## src/sv/asc_pkg.sv

```systemverilog
// shared types and constants for the autorange step controller
package asc_pkg;

   localparam int unsigned READING_W = 32;
   localparam int unsigned THRESH_W  = 31;
   localparam int unsigned LIMIT_W   = 16;
   localparam int unsigned COUNT_W   = 17;
   localparam int unsigned RANGE_W   = 3;
   localparam int unsigned CSR_IDX_W = 3;
   localparam int unsigned CSR_DAT_W = 32;

   typedef logic [CSR_IDX_W-1:0] csr_index_type;

   localparam csr_index_type CSR_AUTO_ENABLE     = 3'd0;
   localparam csr_index_type CSR_UPPER_THRESHOLD = 3'd1;
   localparam csr_index_type CSR_LOWER_THRESHOLD = 3'd2;
   localparam csr_index_type CSR_SETTLE_LIMIT    = 3'd3;
   localparam csr_index_type CSR_TOP_RANGE       = 3'd4;
   localparam csr_index_type CSR_BOTTOM_RANGE    = 3'd5;
   localparam csr_index_type CSR_INITIAL_RANGE   = 3'd6;

   localparam logic [THRESH_W-1:0] UPPER_THRESHOLD_RST = 31'd22000;
   localparam logic [THRESH_W-1:0] LOWER_THRESHOLD_RST = 31'd2000;
   localparam logic [LIMIT_W-1:0]  SETTLE_LIMIT_RST    = 16'd3;
   localparam logic [RANGE_W-1:0]  TOP_RANGE_RST       = 3'd7;
   localparam logic [RANGE_W-1:0]  BOTTOM_RANGE_RST    = 3'd0;
   localparam logic [RANGE_W-1:0]  INITIAL_RANGE_RST   = 3'd0;

   localparam logic DIR_DOWN = 1'b0;
   localparam logic DIR_UP   = 1'b1;

   typedef struct packed {
      logic                auto_enable;
      logic [THRESH_W-1:0] upper_threshold;
      logic [THRESH_W-1:0] lower_threshold;
      logic [LIMIT_W-1:0]  settle_limit;
      logic [RANGE_W-1:0]  top_range;
      logic [RANGE_W-1:0]  bottom_range;
      logic [RANGE_W-1:0]  initial_range;
   } cfg_type;

   typedef struct packed {
      logic [RANGE_W-1:0] current_range;
      logic               step_direction;
      logic [COUNT_W-1:0] settle_count;
   } state_type;

endpackage

```

## src/sv/asc_if.sv

```systemverilog
// word channel interfaces: readings in, range results out, register writes
interface asc_req_if;
   logic                                  valid;
   logic                                  ready;
   logic signed [asc_pkg::READING_W-1:0]  reading;
   modport source (output valid, output reading, input ready);
   modport sink   (input valid, input reading, output ready);
endinterface

interface asc_rsp_if;
   logic                         valid;
   logic                         ready;
   logic [asc_pkg::RANGE_W-1:0]  range_code;
   logic                         range_changed;
   modport source (output valid, output range_code, output range_changed, input ready);
   modport sink   (input valid, input range_code, input range_changed, output ready);
endinterface

interface asc_csr_if;
   logic                          valid;
   logic                          ready;
   logic [asc_pkg::CSR_IDX_W-1:0] index;
   logic [asc_pkg::CSR_DAT_W-1:0] wdata;
   modport source (output valid, output index, output wdata, input ready);
   modport sink   (input valid, input index, input wdata, output ready);
endinterface

```

## src/sv/asc_csr_regs.sv

```systemverilog
// configuration register file
module asc_csr_regs (
   input  logic                          clock,
   input  logic                          reset,
   asc_csr_if.sink                       csr_port,
   output asc_pkg::cfg_type              cfg,
   output logic                          load_range
);

   asc_pkg::cfg_type cfg_ff;
   asc_pkg::cfg_type cfg_in;
   logic             wr_en;

   assign csr_port.ready = 1'b1;
   assign wr_en          = csr_port.valid;

   always_comb begin
      cfg_in     = cfg_ff;
      load_range = 1'b0;
      if (wr_en) begin
         case (csr_port.index)
            asc_pkg::CSR_AUTO_ENABLE:     cfg_in.auto_enable     = csr_port.wdata[0];
            asc_pkg::CSR_UPPER_THRESHOLD:
               cfg_in.upper_threshold = csr_port.wdata[asc_pkg::THRESH_W-1:0];
            asc_pkg::CSR_LOWER_THRESHOLD:
               cfg_in.lower_threshold = csr_port.wdata[asc_pkg::THRESH_W-1:0];
            asc_pkg::CSR_SETTLE_LIMIT:
               cfg_in.settle_limit = csr_port.wdata[asc_pkg::LIMIT_W-1:0];
            asc_pkg::CSR_TOP_RANGE:
               cfg_in.top_range = csr_port.wdata[asc_pkg::RANGE_W-1:0];
            asc_pkg::CSR_BOTTOM_RANGE:
               cfg_in.bottom_range = csr_port.wdata[asc_pkg::RANGE_W-1:0];
            asc_pkg::CSR_INITIAL_RANGE: begin
               cfg_in.initial_range = csr_port.wdata[asc_pkg::RANGE_W-1:0];
               load_range           = 1'b1;
            end
            default: ;
         endcase
      end
   end

   always_ff @(posedge clock) begin
      if (reset) begin
         cfg_ff.auto_enable     <= 1'b1;
         cfg_ff.upper_threshold <= asc_pkg::UPPER_THRESHOLD_RST;
         cfg_ff.lower_threshold <= asc_pkg::LOWER_THRESHOLD_RST;
         cfg_ff.settle_limit    <= asc_pkg::SETTLE_LIMIT_RST;
         cfg_ff.top_range       <= asc_pkg::TOP_RANGE_RST;
         cfg_ff.bottom_range    <= asc_pkg::BOTTOM_RANGE_RST;
         cfg_ff.initial_range   <= asc_pkg::INITIAL_RANGE_RST;
      end else begin
         cfg_ff <= cfg_in;
      end
   end

   assign cfg = cfg_ff;

endmodule

```

## src/sv/asc_step_logic.sv

```systemverilog
// per-reading range decision: threshold compare, settle count, bounded step
module asc_step_logic (
   input  asc_pkg::cfg_type                     cfg,
   input  asc_pkg::state_type                   state_cur,
   input  logic signed [asc_pkg::READING_W-1:0] reading,
   output asc_pkg::state_type                   state_nxt,
   output logic                                 changed
);

   logic [asc_pkg::READING_W-1:0] raw;
   logic [asc_pkg::READING_W-1:0] mag;
   logic                          above;
   logic                          below;
   logic                          dir;
   logic [asc_pkg::COUNT_W-1:0]   base;
   logic [asc_pkg::COUNT_W-1:0]   bumped;
   logic                          exceeded;

   // most negative reading wraps to 2^31 and lands above any threshold
   assign raw   = reading;
   assign mag   = raw[asc_pkg::READING_W-1] ? (~raw + 32'd1) : raw;
   assign above = mag > {1'b0, cfg.upper_threshold};
   assign below = mag < {1'b0, cfg.lower_threshold};
   assign dir   = above ? asc_pkg::DIR_UP : asc_pkg::DIR_DOWN;

   // count restarts on a direction flip
   assign base     = (state_cur.step_direction != dir) ? '0 : state_cur.settle_count;
   assign bumped   = base + 17'd1;
   assign exceeded = bumped > {1'b0, cfg.settle_limit};

   always_comb begin
      state_nxt = state_cur;
      changed   = 1'b0;
      if (cfg.auto_enable && (above || below)) begin
         state_nxt.step_direction = dir;
         state_nxt.settle_count   = exceeded ? '0 : bumped;
         if (exceeded) begin
            if (above && (state_cur.current_range < cfg.top_range)) begin
               state_nxt.current_range = state_cur.current_range + 3'd1;
               changed                 = 1'b1;
            end else if (!above && (state_cur.current_range > cfg.bottom_range)) begin
               state_nxt.current_range = state_cur.current_range - 3'd1;
               changed                 = 1'b1;
            end
         end
      end
   end

endmodule

```

## src/sv/autorange_step_controller.sv

```systemverilog
// top level of the autorange step controller
//
// usage:
//   req_port carries one signed reading per word (valid/ready); rsp_port returns
//   one word per reading with the range code after that reading and a flag set
//   when the reading stepped the range; csr_port writes the seven config
//   registers by index and is always ready.
// timing:
//   a reading is captured in the input register, is decided by the step
//   logic and is registered into the result register, from which it is
//   offered. while rsp ready stays high one reading is taken every cycle: the
//   input register refills in the same cycle it hands its word to the result
//   register, and the decision is a single compare/increment pass.
// reset:
//   synchronous; registers return to their defaults, range goes to the
//   initial range default, the settle count and direction clear, both
//   pipeline stages empty. no clearing pass is needed.
// stall:
//   when rsp ready is low the result holds, one more reading is buffered in
//   the input register, then req ready drops until the receiver takes a word.
// writing the initial range register loads the current range right away.
module autorange_step_controller (
   input  logic       clock,
   input  logic       reset,
   asc_req_if.sink    req_port,
   asc_rsp_if.source  rsp_port,
   asc_csr_if.sink    csr_port
);

   asc_pkg::cfg_type   cfg;
   logic               load_range;

   // input register
   logic                                  in_valid_ff;
   logic                                  in_valid_in;
   logic signed [asc_pkg::READING_W-1:0]  reading_ff;

   // range state
   asc_pkg::state_type state_ff;
   asc_pkg::state_type state_in;
   asc_pkg::state_type state_step;
   logic               step_changed;

   // result register
   logic                          rsp_valid_ff;
   logic                          rsp_valid_in;
   logic [asc_pkg::RANGE_W-1:0]   range_code_ff;
   logic                          range_changed_ff;

   logic advance;
   logic req_take;

   asc_csr_regs u_csr (
      .clock      (clock),
      .reset      (reset),
      .csr_port   (csr_port),
      .cfg        (cfg),
      .load_range (load_range)
   );

   asc_step_logic u_step (
      .cfg       (cfg),
      .state_cur (state_ff),
      .reading   (reading_ff),
      .state_nxt (state_step),
      .changed   (step_changed)
   );

   // the held word moves on when the result slot is empty or being drained
   assign advance        = in_valid_ff && (!rsp_valid_ff || rsp_port.ready);
   assign req_port.ready = !in_valid_ff || advance;
   assign req_take       = req_port.valid && req_port.ready;

   assign in_valid_in  = req_take || (in_valid_ff && !advance);
   assign rsp_valid_in = advance || (rsp_valid_ff && !rsp_port.ready);

   always_comb begin
      state_in = advance ? state_step : state_ff;
      // initial range write loads the range, count and direction are kept
      if (load_range) begin
         state_in.current_range = csr_port.wdata[asc_pkg::RANGE_W-1:0];
      end
   end

   always_ff @(posedge clock) begin
      if (reset) begin
         in_valid_ff             <= 1'b0;
         rsp_valid_ff            <= 1'b0;
         state_ff.current_range  <= asc_pkg::INITIAL_RANGE_RST;
         state_ff.step_direction <= asc_pkg::DIR_DOWN;
         state_ff.settle_count   <= '0;
      end else begin
         in_valid_ff  <= in_valid_in;
         rsp_valid_ff <= rsp_valid_in;
         state_ff     <= state_in;
      end
   end

   // payload registers
   always_ff @(posedge clock) begin
      if (req_take) begin
         reading_ff <= req_port.reading;
      end
      if (advance) begin
         range_code_ff    <= state_step.current_range;
         range_changed_ff <= step_changed;
      end
   end

   assign rsp_port.valid         = rsp_valid_ff;
   assign rsp_port.range_code    = range_code_ff;
   assign rsp_port.range_changed = range_changed_ff;

`ifndef SYNTHESIS
   // a word that stepped the range left the settle count cleared behind it
   a_step_clears_count: assert property (@(posedge clock) disable iff (reset)
      rsp_valid_ff && range_changed_ff |-> state_ff.settle_count == '0)
      else $error("settle count not cleared after a range step");

   // with auto ranging off no word may report a step
   a_no_step_when_off: assert property (@(posedge clock) disable iff (reset)
      advance && !cfg.auto_enable |=> !range_changed_ff)
      else $error("range step reported with auto ranging disabled");

   // the range only moves through a reported step or a register load
   a_range_moves_by_step: assert property (@(posedge clock) disable iff (reset)
      advance && !load_range |=>
         (state_ff.current_range == $past(state_ff.current_range)) || range_changed_ff)
      else $error("range moved without a reported step");

   // both stages full and stalled: no new reading may be taken
   a_full_backpressure: assert property (@(posedge clock) disable iff (reset)
      in_valid_ff && rsp_valid_ff && !rsp_port.ready |-> !req_port.ready)
      else $error("reading accepted while both stages are full");
`endif

endmodule
```

## src/flat_wrapper.sv

```systemverilog
// flat-port wrapper written by rule: the top's interface ports become plain ports
module autorange_step_controller_flat 
  (clock, reset, req_port_valid, req_port_reading, req_port_ready, rsp_port_valid, rsp_port_range_code, rsp_port_range_changed, rsp_port_ready, csr_port_valid, csr_port_index, csr_port_wdata, csr_port_ready);
  asc_req_if req_port_i ();
  asc_rsp_if rsp_port_i ();
  asc_csr_if csr_port_i ();
  input  logic clock;
  input  logic reset;
  input wire logic [$bits(req_port_i.valid)-1:0] req_port_valid;
  input wire logic [$bits(req_port_i.reading)-1:0] req_port_reading;
  output wire logic [$bits(req_port_i.ready)-1:0] req_port_ready;
  output wire logic [$bits(rsp_port_i.valid)-1:0] rsp_port_valid;
  output wire logic [$bits(rsp_port_i.range_code)-1:0] rsp_port_range_code;
  output wire logic [$bits(rsp_port_i.range_changed)-1:0] rsp_port_range_changed;
  input wire logic [$bits(rsp_port_i.ready)-1:0] rsp_port_ready;
  input wire logic [$bits(csr_port_i.valid)-1:0] csr_port_valid;
  input wire logic [$bits(csr_port_i.index)-1:0] csr_port_index;
  input wire logic [$bits(csr_port_i.wdata)-1:0] csr_port_wdata;
  output wire logic [$bits(csr_port_i.ready)-1:0] csr_port_ready;
  assign req_port_i.valid = req_port_valid;
  assign req_port_i.reading = req_port_reading;
  assign req_port_ready = req_port_i.ready;
  assign rsp_port_valid = rsp_port_i.valid;
  assign rsp_port_range_code = rsp_port_i.range_code;
  assign rsp_port_range_changed = rsp_port_i.range_changed;
  assign rsp_port_i.ready = rsp_port_ready;
  assign csr_port_i.valid = csr_port_valid;
  assign csr_port_i.index = csr_port_index;
  assign csr_port_i.wdata = csr_port_wdata;
  assign csr_port_ready = csr_port_i.ready;
  autorange_step_controller u_core (.clock(clock), .reset(reset), .req_port(req_port_i), .rsp_port(rsp_port_i), .csr_port(csr_port_i));
endmodule
```

## config.mk

```make
export PLATFORM = sky130hd
export DESIGN_NAME = autorange_step_controller_flat
export DESIGN_NICKNAME = d
export VERILOG_FILES = /design/src/sv/asc_pkg.sv /design/src/sv/asc_if.sv /design/src/sv/asc_csr_regs.sv /design/src/sv/asc_step_logic.sv /design/src/sv/autorange_step_controller.sv /design/src/flat_wrapper.sv
export SDC_FILE = /design/constraint.sdc
export NUM_CORES = 1
export LEC_CHECK = 0
export BUFFER_PORTS_ARGS = -buffer_cell sky130_fd_sc_hd__buf_2
export CAP_MARGIN = 0
export CELL_PAD_IN_SITES_DETAIL_PLACEMENT = 2
export CELL_PAD_IN_SITES_GLOBAL_PLACEMENT = 2
export CORE_MARGIN = 1.5
export CORE_UTILIZATION = 35
export DETAILED_ROUTE_END_ITERATION = 8
export PLACE_DENSITY = 0.87
export SETUP_SLACK_MARGIN = 0.15
export SYNTH_ARGS = -nofsm -noshare
export SYNTH_HDL_FRONTEND = slang
export SYNTH_SLANG_ARGS = --single-unit
```

## constraint.sdc

```tcl
create_clock -name clock -period 16.44 [get_ports clock]
set_input_delay 3.288 -clock clock [delete_from_list [all_inputs] [get_ports clock]]
set_output_delay 3.288 -clock clock [all_outputs]
set_load 0.01 [all_outputs]
```

==> out/summary.txt <==
hpwl dp: 19.4 mm
overall power: 973 uW
final wirelength: 33.8 mm
dominant cells by area after synthesis: dfxtp_1 26%, edfxtp_1 13%, ha_1 13%, nand2_1 8.7%, a21oi_1 5.8%
setup bufs post-CTS: 0
sequential share of the synthesized area: 0.385
Max clock buf depth: 2
Final Max Tran Viols: 0
Sink Count: 144
TritonCTS clock tree: done
layout net count: 1229
Adder-Cell Fraction of Synth Area: 0.128
cell at the slowest stage of the critical path: or4_1
area leader, netlist: dfxtp_1
status: finished, final reports clean
Max Cap Viol: 0
Via-to-Cell Ratio: 5.67
WP data required: 16.76 ns
Tightest Pin Transition: 1.24 ns
Initial Utilization: 0.358
Leak: 0.00365 uW
HP Start: u_core.u_csr.cfg[84]
GPL Wtd Cong: 0.777
Post-Syn Instances: 1010
pin count of the biggest net entering global routing: 100
crit path from: u_core.reading_ff[9]
Antenna Nets Post-Route: 0
syn_nets: 1168
register bit total from synthesis: 144
Die Ht: 158 um
slowest stage delay, CP: 0.65 ns
synth cell count leaders: 196 x nand2_1, 108 x dfxtp_1, 104 x inv_1, 98 x a21oi_1, 86 x ha_1
Max FO, Critical Path: 16
Die W: 158 um
CP arrival: 10.72 ns
async set-reset flop share out of synthesis: 0
yosys warns: 0
# fillers: 2698
clock skew: 0.00922 ns
GRT overflow: 0
critical path type: reg -> reg
DRC viols: 0
gr usage total: 0.280
initial antenna violation count: 0
vias: 7955
ratio of cells with drive above 1 in the final layout: 0.116
DIE AREA: 25000 um2
Ports: 79
Final Hold Viols: 0
Reg area: 3240 um2
distinct cell type count after synthesis: 64
Most common cell on crit path: nand3_1
post-CTS sizing: 0
1st-iter DRT viols: 400
Peak supply drop: 0.0727 mV
Slew HR: 0.172
hold endpoint: u_core.u_csr.cfg[84]
largest family of logic cells by synthesized area: simple AND/OR/NAND/NOR gates
CTS Buf Count: 17
top cell type's share of synthesized area: 0.257
Syn-to-layout area delta: 15.5%
Tcrit/Tclk final: 0.632
endpoints failing setup: 0
most common cell in the netlist: nand2_1
pre-CTS setup slack: 6.59 ns
DR pass1 iterations: 5
row cnt: 56
fin worst setup slack: 6.05 ns
Skew-Pair Late Insertion Delay: 0.45 ns
Synth Area in XOR/XNOR: 0.0505
Simple-Gate Fraction of Synth Area: 0.197
hold buffer count at CTS: 0
Multi-input gate area: 4630 um2
Fmax achieved: 96.2 MHz
Antenna Cells: 0
HP Class: reg -> reg
mux contribution to synthesized area: 0.00490
R2R depth: 33
CTS H-tree depth: 4
Routed wire per std cell: 24.1 um
Reg2Reg Capture Point: u_core.state_ff[4]
Setup TNS: 0 ns
Worst setup SP type: register
EDFF count, synth: 36
WHS Path Cells: 2
Clock Tree Root: clkbuf_16
syn_area_per_cell: 8.34 um2
unrepaired setup endpoints after global routing: false
FF-to-FF Start: u_core.reading_ff[9]
clock slew at reported path FFs: 0.07 ns
FF-to-FF setup slack: 6.05 ns
Port Buffers: 76
Tmin final: 10.39 ns
Main synth FF type: dfxtp_1
vias in the first global route: 9167
post-synthesis compound-gate area fraction: 0.169
core region area: 23500 um2
first-pass GRT wire length: 52.1 mm
Worst Setup End Kind: register
synthesized area: 8430 um2
PD cells: 100 nW/um2
cell usage in the layout (no fill, tap or decap), types with 3 or more instances in the layout:
master / count
a2111oi_0: 3
a211oi_1: 4
a21o_1: 4
a21oi_1: 98
a31oi_1: 19
and2_1: 10
and3_1: 7
and4_1: 3
buf_2: 75
buf_4: 8
clkbuf_16: 20
clkinv_2: 3
clkinv_4: 3
dfxtp_1: 108
edfxtp_1: 36
ha_1: 86
inv_1: 104
mux2i_1: 3
nand2_1: 196
nand2b_1: 7
nand3_1: 31
nand3b_1: 3
nand4_1: 8
nor2_1: 36
nor2b_1: 10
nor3_1: 8
nor4_1: 4
o211ai_1: 22
o21a_1: 3
o21ai_0: 26
o21ai_1: 4
o31ai_1: 10
o32ai_1: 14
o41ai_1: 4
or3_1: 15
or4_1: 7
xnor2_1: 45
critical path: cells and delay by family, from the launching register on:
| family | cells | cell delay [ns] |
|---|---|---|
| buf+inv | 1 | 0.26 |
| simple gates | 19 | 5.75 |
| flops | 1 | 0.43 |
| fa+ha+maj | 3 | 0.90 |
| compound gates | 7 | 2.24 |
| xor+xnor | 3 | 0.67 |
metrics by stage:
stage	instances	utilization	hold WS (ns)	instance area, um2
5_1_grt	1403	0.413	0.485	9730
6_report	1403	0.413	0.464	9730
4_1_cts	1403	0.413	0.466	9730
2_1_floorplan	1010	-	0.432	8430
3_5_place_dp	1371	0.387	0.451	9100
3_3_place_gp	1371	0.387	0.440	9100
cells by family after synthesis:
logic type	count (synthesis)
XOR/XNOR	47
multiplexers	4
buffers and inverters	145
adder cells (fa/ha/maj)	86
AO/OA/AOI/OAI	226
other	1
AND/OR/NAND/NOR	357
flip-flops	144
worst max-delay path by stage:
stage	cells past startpoint	endpoint
final	33	u_core.state_ff[4]
after global routing	33	u_core.state_ff[4]
after CTS	33	u_core.state_ff[4]
after detailed placement	33	u_core.state_ff[6]
after global placement	33	u_core.state_ff[6]
after floorplan	34	u_core.rsp_port.range_code[1]
cell type report:
| cell class | instances | area share |
|---|---|---|
| Clock buffer | 21 | 0.0518 |
| Timing Repair Buffer | 83 | 0.0447 |
| Multi-Input combinational cell | 721 | 0.476 |
| Tap cell | 319 | 0.0410 |
| Inverter | 104 | 0.0401 |
| Sequential cell | 144 | 0.333 |
| Clock inverter | 11 | 0.0127 |
power breakdown:
part	leakage [uW]	switching [uW]	internal, uW
Sequential	0.00123	12.0	376
Clock	0.000309	180	251
Combinational	0.00211	101	53.0
sequential cells by signal, summed over array words and instances (netlist names):
name and count:
u_core.u_csr.cfg 85, u_core.reading_ff 32, u_core.state_ff 21, u_core.rsp_port.range_code 3, u_core.in_valid_ff 1, u_core.rsp_port.range_changed 1, u_core.rsp_port.valid 1
metal layers:
layer,GRT usage,up-vias,wire length [um]
met5,0,-,0
met3,0.0512,115,1200
met1,0.302,3966,13300
li1,-,3640,-
met2,0.512,234,17800
met4,0.157,0,1540
(Power assumes the default switching activity.)
